<file path="config.mk">
export PLATFORM = sky130hd
export DESIGN_NAME = checksummed_sentence_decoder
export DESIGN_NICKNAME = d
export VERILOG_FILES = /design/src/hdl/csd_pkg.sv /design/src/hdl/checksummed_sentence_decoder.sv /design/src/hdl/csd_outbuf.sv
export SDC_FILE = /design/constraint.sdc
export NUM_CORES = 1
export LEC_CHECK = 0
export BUFFER_PORTS_ARGS = -buffer_cell sky130_fd_sc_hd__buf_2
export CAP_MARGIN = 10
export CORE_UTILIZATION = 50
export DETAILED_ROUTE_END_ITERATION = 10
export HOLD_SLACK_MARGIN = 0.03
export PLACE_DENSITY_LB_ADDON = 0.12
export SYNTH_ARGS = -nofsm -noshare
export SYNTH_HDL_FRONTEND = slang
export SYNTH_HIERARCHICAL = 1
export SYNTH_SLANG_ARGS = --single-unit
</file>
<file path="constraint.sdc">
create_clock -name i_clk -period 7.3 [get_ports i_clk]
set_input_delay 0.365 -clock i_clk [delete_from_list [all_inputs] [get_ports i_clk]]
set_output_delay 0.365 -clock i_clk [all_outputs]
set_load 0.1 [all_outputs]
</file>
<file path="src/hdl/csd_pkg.sv">
// Shared types, character codes and keyword table of the checksummed sentence decoder.
package csd_pkg;

    // Parser phases
    localparam logic [1:0] PH_IDLE    = 2'd0;
    localparam logic [1:0] PH_PAYLOAD = 2'd1;
    localparam logic [1:0] PH_CHECK   = 2'd2;

    // Result status codes
    localparam logic [1:0] ST_PROGRESS = 2'd0;
    localparam logic [1:0] ST_BAD_BYTE = 2'd1;
    localparam logic [1:0] ST_ACCEPT   = 2'd2;
    localparam logic [1:0] ST_REJECT   = 2'd3;

    // Keyword kinds
    localparam logic [2:0] KIND_NONE = 3'd0;
    localparam logic [2:0] KIND_LAST = 3'd5;

    // Framing characters
    localparam logic [7:0] CH_DOLLAR  = 8'h24;
    localparam logic [7:0] CH_STAR    = 8'h2A;
    localparam logic [7:0] CH_COMMA   = 8'h2C;
    localparam logic [7:0] CH_NEWLINE = 8'h0A;
    localparam logic [7:0] CH_ZERO    = 8'h30;
    localparam logic [7:0] CH_NINE    = 8'h39;
    localparam logic [7:0] CH_UPPER_A = 8'h41;
    localparam logic [7:0] CH_UPPER_F = 8'h46;
    localparam logic [7:0] CH_UPPER_Z = 8'h5A;

    // Widths fixed by the sentence format and the result word
    localparam int PLEN_W   = 7;
    localparam int OUT_VALW = 16;
    localparam int NUM_KW   = 5;

    // Keyword table, entry k maps to kind k+1
    localparam logic [23:0] KW_TABLE [NUM_KW] = '{"CHA", "ACC", "REV", "SHO", "RES"};

    // One result word
    typedef struct packed {
        logic [1:0]          status;
        logic [2:0]          event_kind;
        logic [OUT_VALW-1:0] value_a;
        logic [OUT_VALW-1:0] value_b;
        logic [OUT_VALW-1:0] value_c;
    } t_result;

    // Returns the kind of a three-letter keyword, or KIND_NONE.
    function automatic logic [2:0] f_keyword(input logic [23:0] chars);
        logic [2:0] kind;
        kind = KIND_NONE;
        for (int k = NUM_KW - 1; k >= 0; k--) begin
            if (chars == KW_TABLE[k]) begin
                kind = 3'(k + 1);
            end
        end
        return kind;
    endfunction

    // True for the characters 0 through 9.
    function automatic logic f_is_digit(input logic [7:0] c);
        return (c >= CH_ZERO) && (c <= CH_NINE);
    endfunction

endpackage

</file>
<file path="src/hdl/checksummed_sentence_decoder.sv">
// Top level of the checksummed sentence decoder.
// The block takes one character per clock while o_stall is low and returns
// exactly one result word per character, registered in the output stage. Each
// character updates the parser registers from combinational next-state logic
// (a multiply by ten with saturation is the longest path) when it is taken.
// Results pass through an output register plus one skid entry, so a
// character is still taken while one finished word waits; o_stall rises only
// when both entries are full. Status 0 means a sentence is in progress, 1 a
// stray or bad character, 2 an accepted sentence (kind and values valid) and
// 3 a rejected sentence; kind and values read zero unless status is 2.
module checksummed_sentence_decoder
    import csd_pkg::*;
#(
    parameter int MAX_PAYLOAD = 80,
    parameter int VALUE_BITS  = 16
) (
    input  logic                i_clk,
    input  logic                i_rst_n,
    input  logic                i_valid,
    output logic                o_stall,
    input  logic [7:0]          i_byte_in,
    output logic                o_valid,
    input  logic                i_stall,
    output logic [1:0]          o_status,
    output logic [2:0]          o_event_kind,
    output logic [OUT_VALW-1:0] o_value_a,
    output logic [OUT_VALW-1:0] o_value_b,
    output logic [OUT_VALW-1:0] o_value_c
);

    localparam int SUM_W = VALUE_BITS + 4;

    // Parser state
    logic [1:0]            r_phase, n_phase;
    logic [7:0]            r_xor, n_xor;
    logic [PLEN_W-1:0]     r_plen, n_plen;
    logic [7:0]            r_tok [3];
    logic [7:0]            n_tok [3];
    logic [2:0]            r_tlen, n_tlen;
    logic [2:0]            r_fpos, n_fpos;
    logic [VALUE_BITS-1:0] r_acc, n_acc;
    logic                  r_lead, n_lead;
    logic [2:0]            r_kind, n_kind;
    logic [VALUE_BITS-1:0] r_vals [3];
    logic [VALUE_BITS-1:0] n_vals [3];
    logic                  r_ferr, n_ferr;
    logic [7:0]            r_rchk, n_rchk;
    logic [1:0]            r_ccnt, n_ccnt;

    logic                  w_accept;
    logic                  w_full;
    logic                  w_dig, w_cap, w_hex;
    logic                  w_do_end, w_do_take;
    logic [2:0]            w_kw;
    logic                  w_lead_eff;
    logic [SUM_W-1:0]      w_sum;
    logic [VALUE_BITS-1:0] w_acc_sat;
    logic [3:0]            w_nibble;
    logic                  w_ok;
    t_result               w_res;
    t_result               w_out;

    assign w_accept = i_valid && !o_stall;
    assign o_stall  = w_full;

    // Character classes
    assign w_dig = f_is_digit(i_byte_in);
    assign w_cap = (i_byte_in >= CH_UPPER_A) && (i_byte_in <= CH_UPPER_Z);
    assign w_hex = (i_byte_in >= CH_UPPER_A) && (i_byte_in <= CH_UPPER_F);

    // Keyword lookup on a finished three-letter token
    assign w_kw = (r_tlen == 3'd3) ? f_keyword({r_tok[0], r_tok[1], r_tok[2]}) : KIND_NONE;

    // Leading digit run: a token's first character decides whether it starts one.
    assign w_lead_eff = (r_tlen == 3'd0) ? w_dig : r_lead;

    // Accumulator times ten plus the digit, saturated to the value width
    assign w_sum     = {1'b0, r_acc, 3'b000} + {3'b000, r_acc, 1'b0}
                     + SUM_W'(i_byte_in[3:0]);
    assign w_acc_sat = (|w_sum[SUM_W-1:VALUE_BITS]) ? {VALUE_BITS{1'b1}}
                                                    : w_sum[VALUE_BITS-1:0];

    // Hex digit value of a checksum character
    assign w_nibble = w_dig ? i_byte_in[3:0] : 4'(i_byte_in[3:0] + 4'd9);

    // Sentence verdict at the newline
    assign w_ok = (r_ccnt == 2'd2) && (r_rchk == r_xor) && (r_plen != '0)
               && !r_ferr && (r_kind != KIND_NONE);

    // Next state and result word for one character
    always_comb begin
        n_phase   = r_phase;
        n_xor     = r_xor;
        n_plen    = r_plen;
        n_tok     = r_tok;
        n_tlen    = r_tlen;
        n_fpos    = r_fpos;
        n_acc     = r_acc;
        n_lead    = r_lead;
        n_kind    = r_kind;
        n_vals    = r_vals;
        n_ferr    = r_ferr;
        n_rchk    = r_rchk;
        n_ccnt    = r_ccnt;
        w_do_end  = 1'b0;
        w_do_take = 1'b0;
        w_res     = '0;

        unique case (r_phase)
            PH_IDLE: begin
                if (i_byte_in == CH_DOLLAR) begin
                    n_phase = PH_PAYLOAD;
                    n_xor   = '0;
                    n_plen  = '0;
                    n_tok   = '{default: '0};
                    n_tlen  = '0;
                    n_fpos  = '0;
                    n_acc   = '0;
                    n_lead  = 1'b0;
                    n_kind  = KIND_NONE;
                    n_vals  = '{default: '0};
                    n_ferr  = 1'b0;
                    n_rchk  = '0;
                    n_ccnt  = '0;
                end else begin
                    w_res.status = ST_BAD_BYTE;
                end
            end
            PH_PAYLOAD: begin
                if (w_dig || w_cap || (i_byte_in == CH_COMMA)) begin
                    if (r_plen >= PLEN_W'(MAX_PAYLOAD)) begin
                        n_ferr = 1'b1;
                    end else begin
                        n_plen    = r_plen + 1'b1;
                        n_xor     = r_xor ^ i_byte_in;
                        w_do_end  = (i_byte_in == CH_COMMA);
                        w_do_take = (i_byte_in != CH_COMMA);
                    end
                end else if (i_byte_in == CH_STAR) begin
                    w_do_end = 1'b1;
                    n_rchk   = '0;
                    n_ccnt   = '0;
                    n_phase  = PH_CHECK;
                end else begin
                    w_res.status = ST_BAD_BYTE;
                    n_phase      = PH_IDLE;
                end
            end
            PH_CHECK: begin
                if (w_dig || w_hex) begin
                    if (r_ccnt < 2'd2) begin
                        n_rchk = {r_rchk[3:0], w_nibble};
                    end
                    if (r_ccnt != 2'd3) begin
                        n_ccnt = r_ccnt + 1'b1;
                    end
                end else if (i_byte_in == CH_NEWLINE) begin
                    n_phase = PH_IDLE;
                    if (w_ok) begin
                        w_res.status     = ST_ACCEPT;
                        w_res.event_kind = r_kind;
                        w_res.value_a    = OUT_VALW'(r_vals[0]);
                        w_res.value_b    = OUT_VALW'(r_vals[1]);
                        w_res.value_c    = OUT_VALW'(r_vals[2]);
                    end else begin
                        w_res.status = ST_REJECT;
                    end
                end else begin
                    w_res.status = ST_BAD_BYTE;
                    n_phase      = PH_IDLE;
                end
            end
            default: begin
                w_res.status = ST_BAD_BYTE;
                n_phase      = PH_IDLE;
            end
        endcase

        // Close the current field at a comma or at the star.
        if (w_do_end && (r_tlen != 3'd0)) begin
            if (w_kw != KIND_NONE) begin
                n_kind = w_kw;
                n_fpos = 3'd1;
            end else if ((r_fpos >= 3'd1) && (r_fpos <= 3'd3) && f_is_digit(r_tok[0])) begin
                case (r_fpos)
                    3'd1:    n_vals[0] = r_acc;
                    3'd2:    n_vals[1] = r_acc;
                    default: n_vals[2] = r_acc;
                endcase
                n_fpos = r_fpos + 1'b1;
            end else begin
                n_ferr = 1'b1;
            end
            n_tlen = '0;
            n_tok  = '{default: '0};
            n_acc  = '0;
            n_lead = 1'b0;
        end

        // Add one character to the current field.
        if (w_do_take) begin
            case (r_tlen)
                3'd0:    n_tok[0] = i_byte_in;
                3'd1:    n_tok[1] = i_byte_in;
                3'd2:    n_tok[2] = i_byte_in;
                default: ;
            endcase
            n_lead = w_lead_eff && w_dig;
            if (w_lead_eff && w_dig) begin
                n_acc = w_acc_sat;
            end
            if (r_tlen < 3'd4) begin
                n_tlen = r_tlen + 1'b1;
            end
        end
    end

    // Phase register
    always_ff @(posedge i_clk) begin
        if (!i_rst_n) begin
            r_phase <= PH_IDLE;
        end else if (w_accept) begin
            r_phase <= n_phase;
        end
    end

    // Frame registers, cleared at each start of frame
    always_ff @(posedge i_clk) begin
        if (w_accept) begin
            r_xor  <= n_xor;
            r_plen <= n_plen;
            r_tok  <= n_tok;
            r_tlen <= n_tlen;
            r_fpos <= n_fpos;
            r_acc  <= n_acc;
            r_lead <= n_lead;
            r_kind <= n_kind;
            r_vals <= n_vals;
            r_ferr <= n_ferr;
            r_rchk <= n_rchk;
            r_ccnt <= n_ccnt;
        end
    end

    // Result stage
    csd_outbuf u_outbuf (
        .i_clk   (i_clk),
        .i_rst_n (i_rst_n),
        .i_push  (w_accept),
        .i_data  (w_res),
        .o_full  (w_full),
        .o_valid (o_valid),
        .i_stall (i_stall),
        .o_data  (w_out)
    );

    assign o_status     = w_out.status;
    assign o_event_kind = w_out.event_kind;
    assign o_value_a    = w_out.value_a;
    assign o_value_b    = w_out.value_b;
    assign o_value_c    = w_out.value_c;

endmodule

</file>
<file path="src/hdl/csd_outbuf.sv">
// Output register with a skid entry for the result words of the decoder.
module csd_outbuf
    import csd_pkg::*;
(
    input  logic    i_clk,
    input  logic    i_rst_n,
    input  logic    i_push,
    input  t_result i_data,
    output logic    o_full,
    output logic    o_valid,
    input  logic    i_stall,
    output t_result o_data
);

    logic    r_out_vld;
    logic    r_skid_vld;
    t_result r_out;
    t_result r_skid;
    logic    w_free;

    // The output slot frees up when it is empty or its word is taken.
    assign w_free = !r_out_vld || !i_stall;

    // Valid flags
    always_ff @(posedge i_clk) begin
        if (!i_rst_n) begin
            r_out_vld  <= 1'b0;
            r_skid_vld <= 1'b0;
        end else if (w_free) begin
            r_out_vld  <= r_skid_vld || i_push;
            r_skid_vld <= 1'b0;
        end else if (i_push) begin
            r_skid_vld <= 1'b1;
        end
    end

    // Data words
    always_ff @(posedge i_clk) begin
        if (w_free) begin
            if (r_skid_vld) begin
                r_out <= r_skid;
            end else if (i_push) begin
                r_out <= i_data;
            end
        end else if (i_push) begin
            r_skid <= i_data;
        end
    end

    assign o_full  = r_skid_vld;
    assign o_valid = r_out_vld;
    assign o_data  = r_out;

endmodule

</file>
==> impl_metrics.csv <==
group,metric,value,unit
status,status,"finished, final reports clean",
cts,post_cts_buffers,0,
critical_path,cp.arrival,4.15,ns
final_layout,nets,1109,
synthesis,synthArstFlopShare,0,
final_layout,nFillCells,2014,
cts,clock_latency,0.53,ns
critical_path,crit_path_max_fanout,16,
cts,cts_inserted_buffers,26,
critical_path,crit_start,"r_acc[0]",
timing,slew_violations,0,
placed_design,gp_congestion,0.8147,
floorplan,start_util,0.5141,
power_and_ir_drop,powerDensity,241.7,nW/µm²
synthesis,synth_most_common_cell,"edfxtp_1",
power_and_ir_drop,vdd_drop_max,0.1709,mV
placed_design,io_buffer_count,66,
synthesis,synth-seq-cells,234,
synthesis,synth_fp_nets,1049,
route,drc_errors,0,
synthesis,synth_top_area_share,0.5673,
global_route,grt_pass1_wl,38480,µm
cts,cts.sinks,234,
synthesis,synth_area_leaders,"edfxtp_1 (57%), mux2_4 (6.0%), ha_1 (4.9%)",
synthesis,yosysWarnings,6,
critical_path,path_cells,"fa_1 -> ha_1 -> nand3_1 -> o2111a_1 -> nor3_1 -> a41oi_1 -> xnor2_1 -> nor4_4 -> a21oi_1",
synthesis,yosys-top-cells-count,"edfxtp_1 (230), nand2_1 (152), and2_1 (59), mux2_4 (49)",
cts,hold_buffers,0,
cts,clkSlewWorstSetupHoldPaths,0.06,ns
min_path,min_path_type,"in -> reg",
floorplan,die_h,158.0,µm
timing,slew-limit-headroom,0.2765,
placed_design,hpwl,15950,µm
global_route,grt_max_degree,68,
critical_path,startpoint_type,"flip-flop",
route,vias,7514,
route,viasPerCell,5.429,
timing,rsz0062_at_grt,"no",
floorplan,rows,56,
final_layout,final_util,0.5752,
timing,fin_crit_sh,0.5344,
timing,finalSetupTns,0,ns
min_path,min-delay-start,"i_rst_n",
cts,cts_resized,0,
route,final_antenna_net_count,0,
timing,hold_viol,0,
timing,finalSetupViolCount,0,
final_layout,diodes,0,
placed_design,post-place-ws,3.339,ns
critical_path,r2r-start,"r_acc[0]",
cts,cts_root_buffer,"clkbuf_16",
route,first_pass_iters,5,
global_route,grt-ovfl-total,0,
route,route.detailed.wl_per_inst,17.05,µm
synthesis,synthCells,987,
global_route,grt_pass1_vias,7181,
final_layout,drive_gt1_frac,0.1962,
power_and_ir_drop,leakagePower,5.268,nW
synthesis,syn_area_per_cell,12.34,µm²
critical_path,path_class,"reg -> reg",
job,max_cap_viol_count,0,
floorplan,die_x,158.0,µm
final_layout,fin_cells,1384,
synthesis,synth_cell_types,69,
synthesis,synth_area,12180,µm²
floorplan,io_pins,67,
synthesis,seq_area_frac_synth,0.5738,
timing,worst_pin_slew,1.077,ns
cts,clockBufferDepth,3,
critical_path,end_kind,"flip-flop",
timing,clock.fmax,256.3,MHz
placed_design,dpl.cell_count,1338,
global_route,track_usage,0.1957,
global_route,grt_antenna_before_repair,0,
floorplan,die_area,24980,µm²
synthesis,synth_top_area_cell,"edfxtp_1",
final_layout,syn_to_final_growth,11.88,%
timing,min_period,3.901,ns
synthesis,synth_ff_type,"edfxtp_1",
route,drt-initial-drc-count,470,
cts,cts_tree,"built",
cts,h-tree-depth,1,
timing,fin_ws,3.399,ns
critical_path,crit_path_top_delay_cell,"nor4_4",
synthesis,synth_edf_count,230,
critical_path,cp.required,7.55,ns
critical_path,cpPeakStageDelay,0.95,ns
timing,fin_worst_skew,0.01808,ns
route,drt-total-wl,23600,µm
power_and_ir_drop,finalPower,0.003292,W
floorplan,core_region_area,23680,µm²
==> worst paths after layout <==
| path | slack, ns | end | cells after the start |
|---|---|---|---|
| worst max-delay path | 3.40 | r_acc[3] | 9 |
| worst min-delay path | 0.14 | r_phase[1] | 2 |
| worst max register to register | 3.40 | r_acc[3] | 9 |
| worst min register to register | 0.54 | u_outbuf/o_data[11] | 1 |
==> placed cells by master, fill, tap and decap left out, drive strengths merged, types with 4 or more instances in the layout <==
cell type and instances:
o21a 4, nand4b 4, nor2b 8, nor3 11
xor2 16, nand2 156, ha 48, o31ai 7
edfxtp 230, dfxtp 4, mux2 53, xnor2 20
o211ai 4, inv 29, and2 59, nor4b 5
clkbuf 27, clkinvlp 5, a21oi 56, a21o 5
o21ai 71, buf 77, nand2b 11, nor2 50
mux2i 16, clkinv 8, nand4 8, bufinv 4
nand3 13, and3 6, nor3b 8, nor4 7
==> flip-flops by register name, indices dropped and copies added, names as in the netlist, 7 cells and up <==
signal	cells
r_rchk	8
r_acc	16
r_vals	48
r_xor	8
u_outbuf/o_data	53
r_tok	24
r_plen	7
u_outbuf/r_skid	53
==> critical path, delay by kind of cell, from the launching register on <==
family                     cells  cell delay (ns)
and+or+nand+nor                3             1.47
DFF                            1             0.51
xor gates and xnor gates       1             0.19
adders and majority gates      2             0.80
AOI/OAI and AO/OA              3             0.63
==> power by group <==
group | switching (W) | total [W] | internal [W]
clock | 0.000531 | 0.00133 | 0.000797
sequential | 0.0000384 | 0.00158 | 0.00154
combinational | 0.000283 | 0.000386 | 0.000103
total | 0.000853 | 0.00329 | 0.00244
==> kinds of logic after synthesis <==
logic type,synth area share
xor+xnor,0.02590
flops,0.5738
simple gates,0.1510
fa+ha+maj,0.05262
mux,0.07728
compound gates,0.08807
buf+inv,0.03134
==> layer usage <==
metal  track usage  vias up  wire, µm
li1              -     3702         -
met1        0.2929     3644     11750
met2        0.2981      138     10520
met3       0.02929       30       892
met4       0.04670        0       428
met5             0        -         0
==> layout make-up <==
| cell class | count | area (µm²) | area share |
|---|---|---|---|
| clock buffers | 27 | 654.4 | 0.04804 |
| clock inverters | 19 | 224.0 | 0.01644 |
| inverters | 27 | 103.9 | 0.007624 |
| multi-input cells | 681 | 4837 | 0.3551 |
| flip-flops and latches | 234 | 6990 | 0.5132 |
| well taps | 319 | 399.1 | 0.02930 |
| repair buffers | 77 | 412.9 | 0.03031 |
==> per-stage QoR <==
step                      instance area (µm²)  hold slack (ns)
after floorplan                         12180           0.4932
after global placement                  12740           0.5297
after detailed placement                12740           0.5338
after CTS                               13620           0.1168
after global routing                    13620           0.1390
final                                   13620           0.1395
No activity file was read; power rests on OpenSTA's default activity.
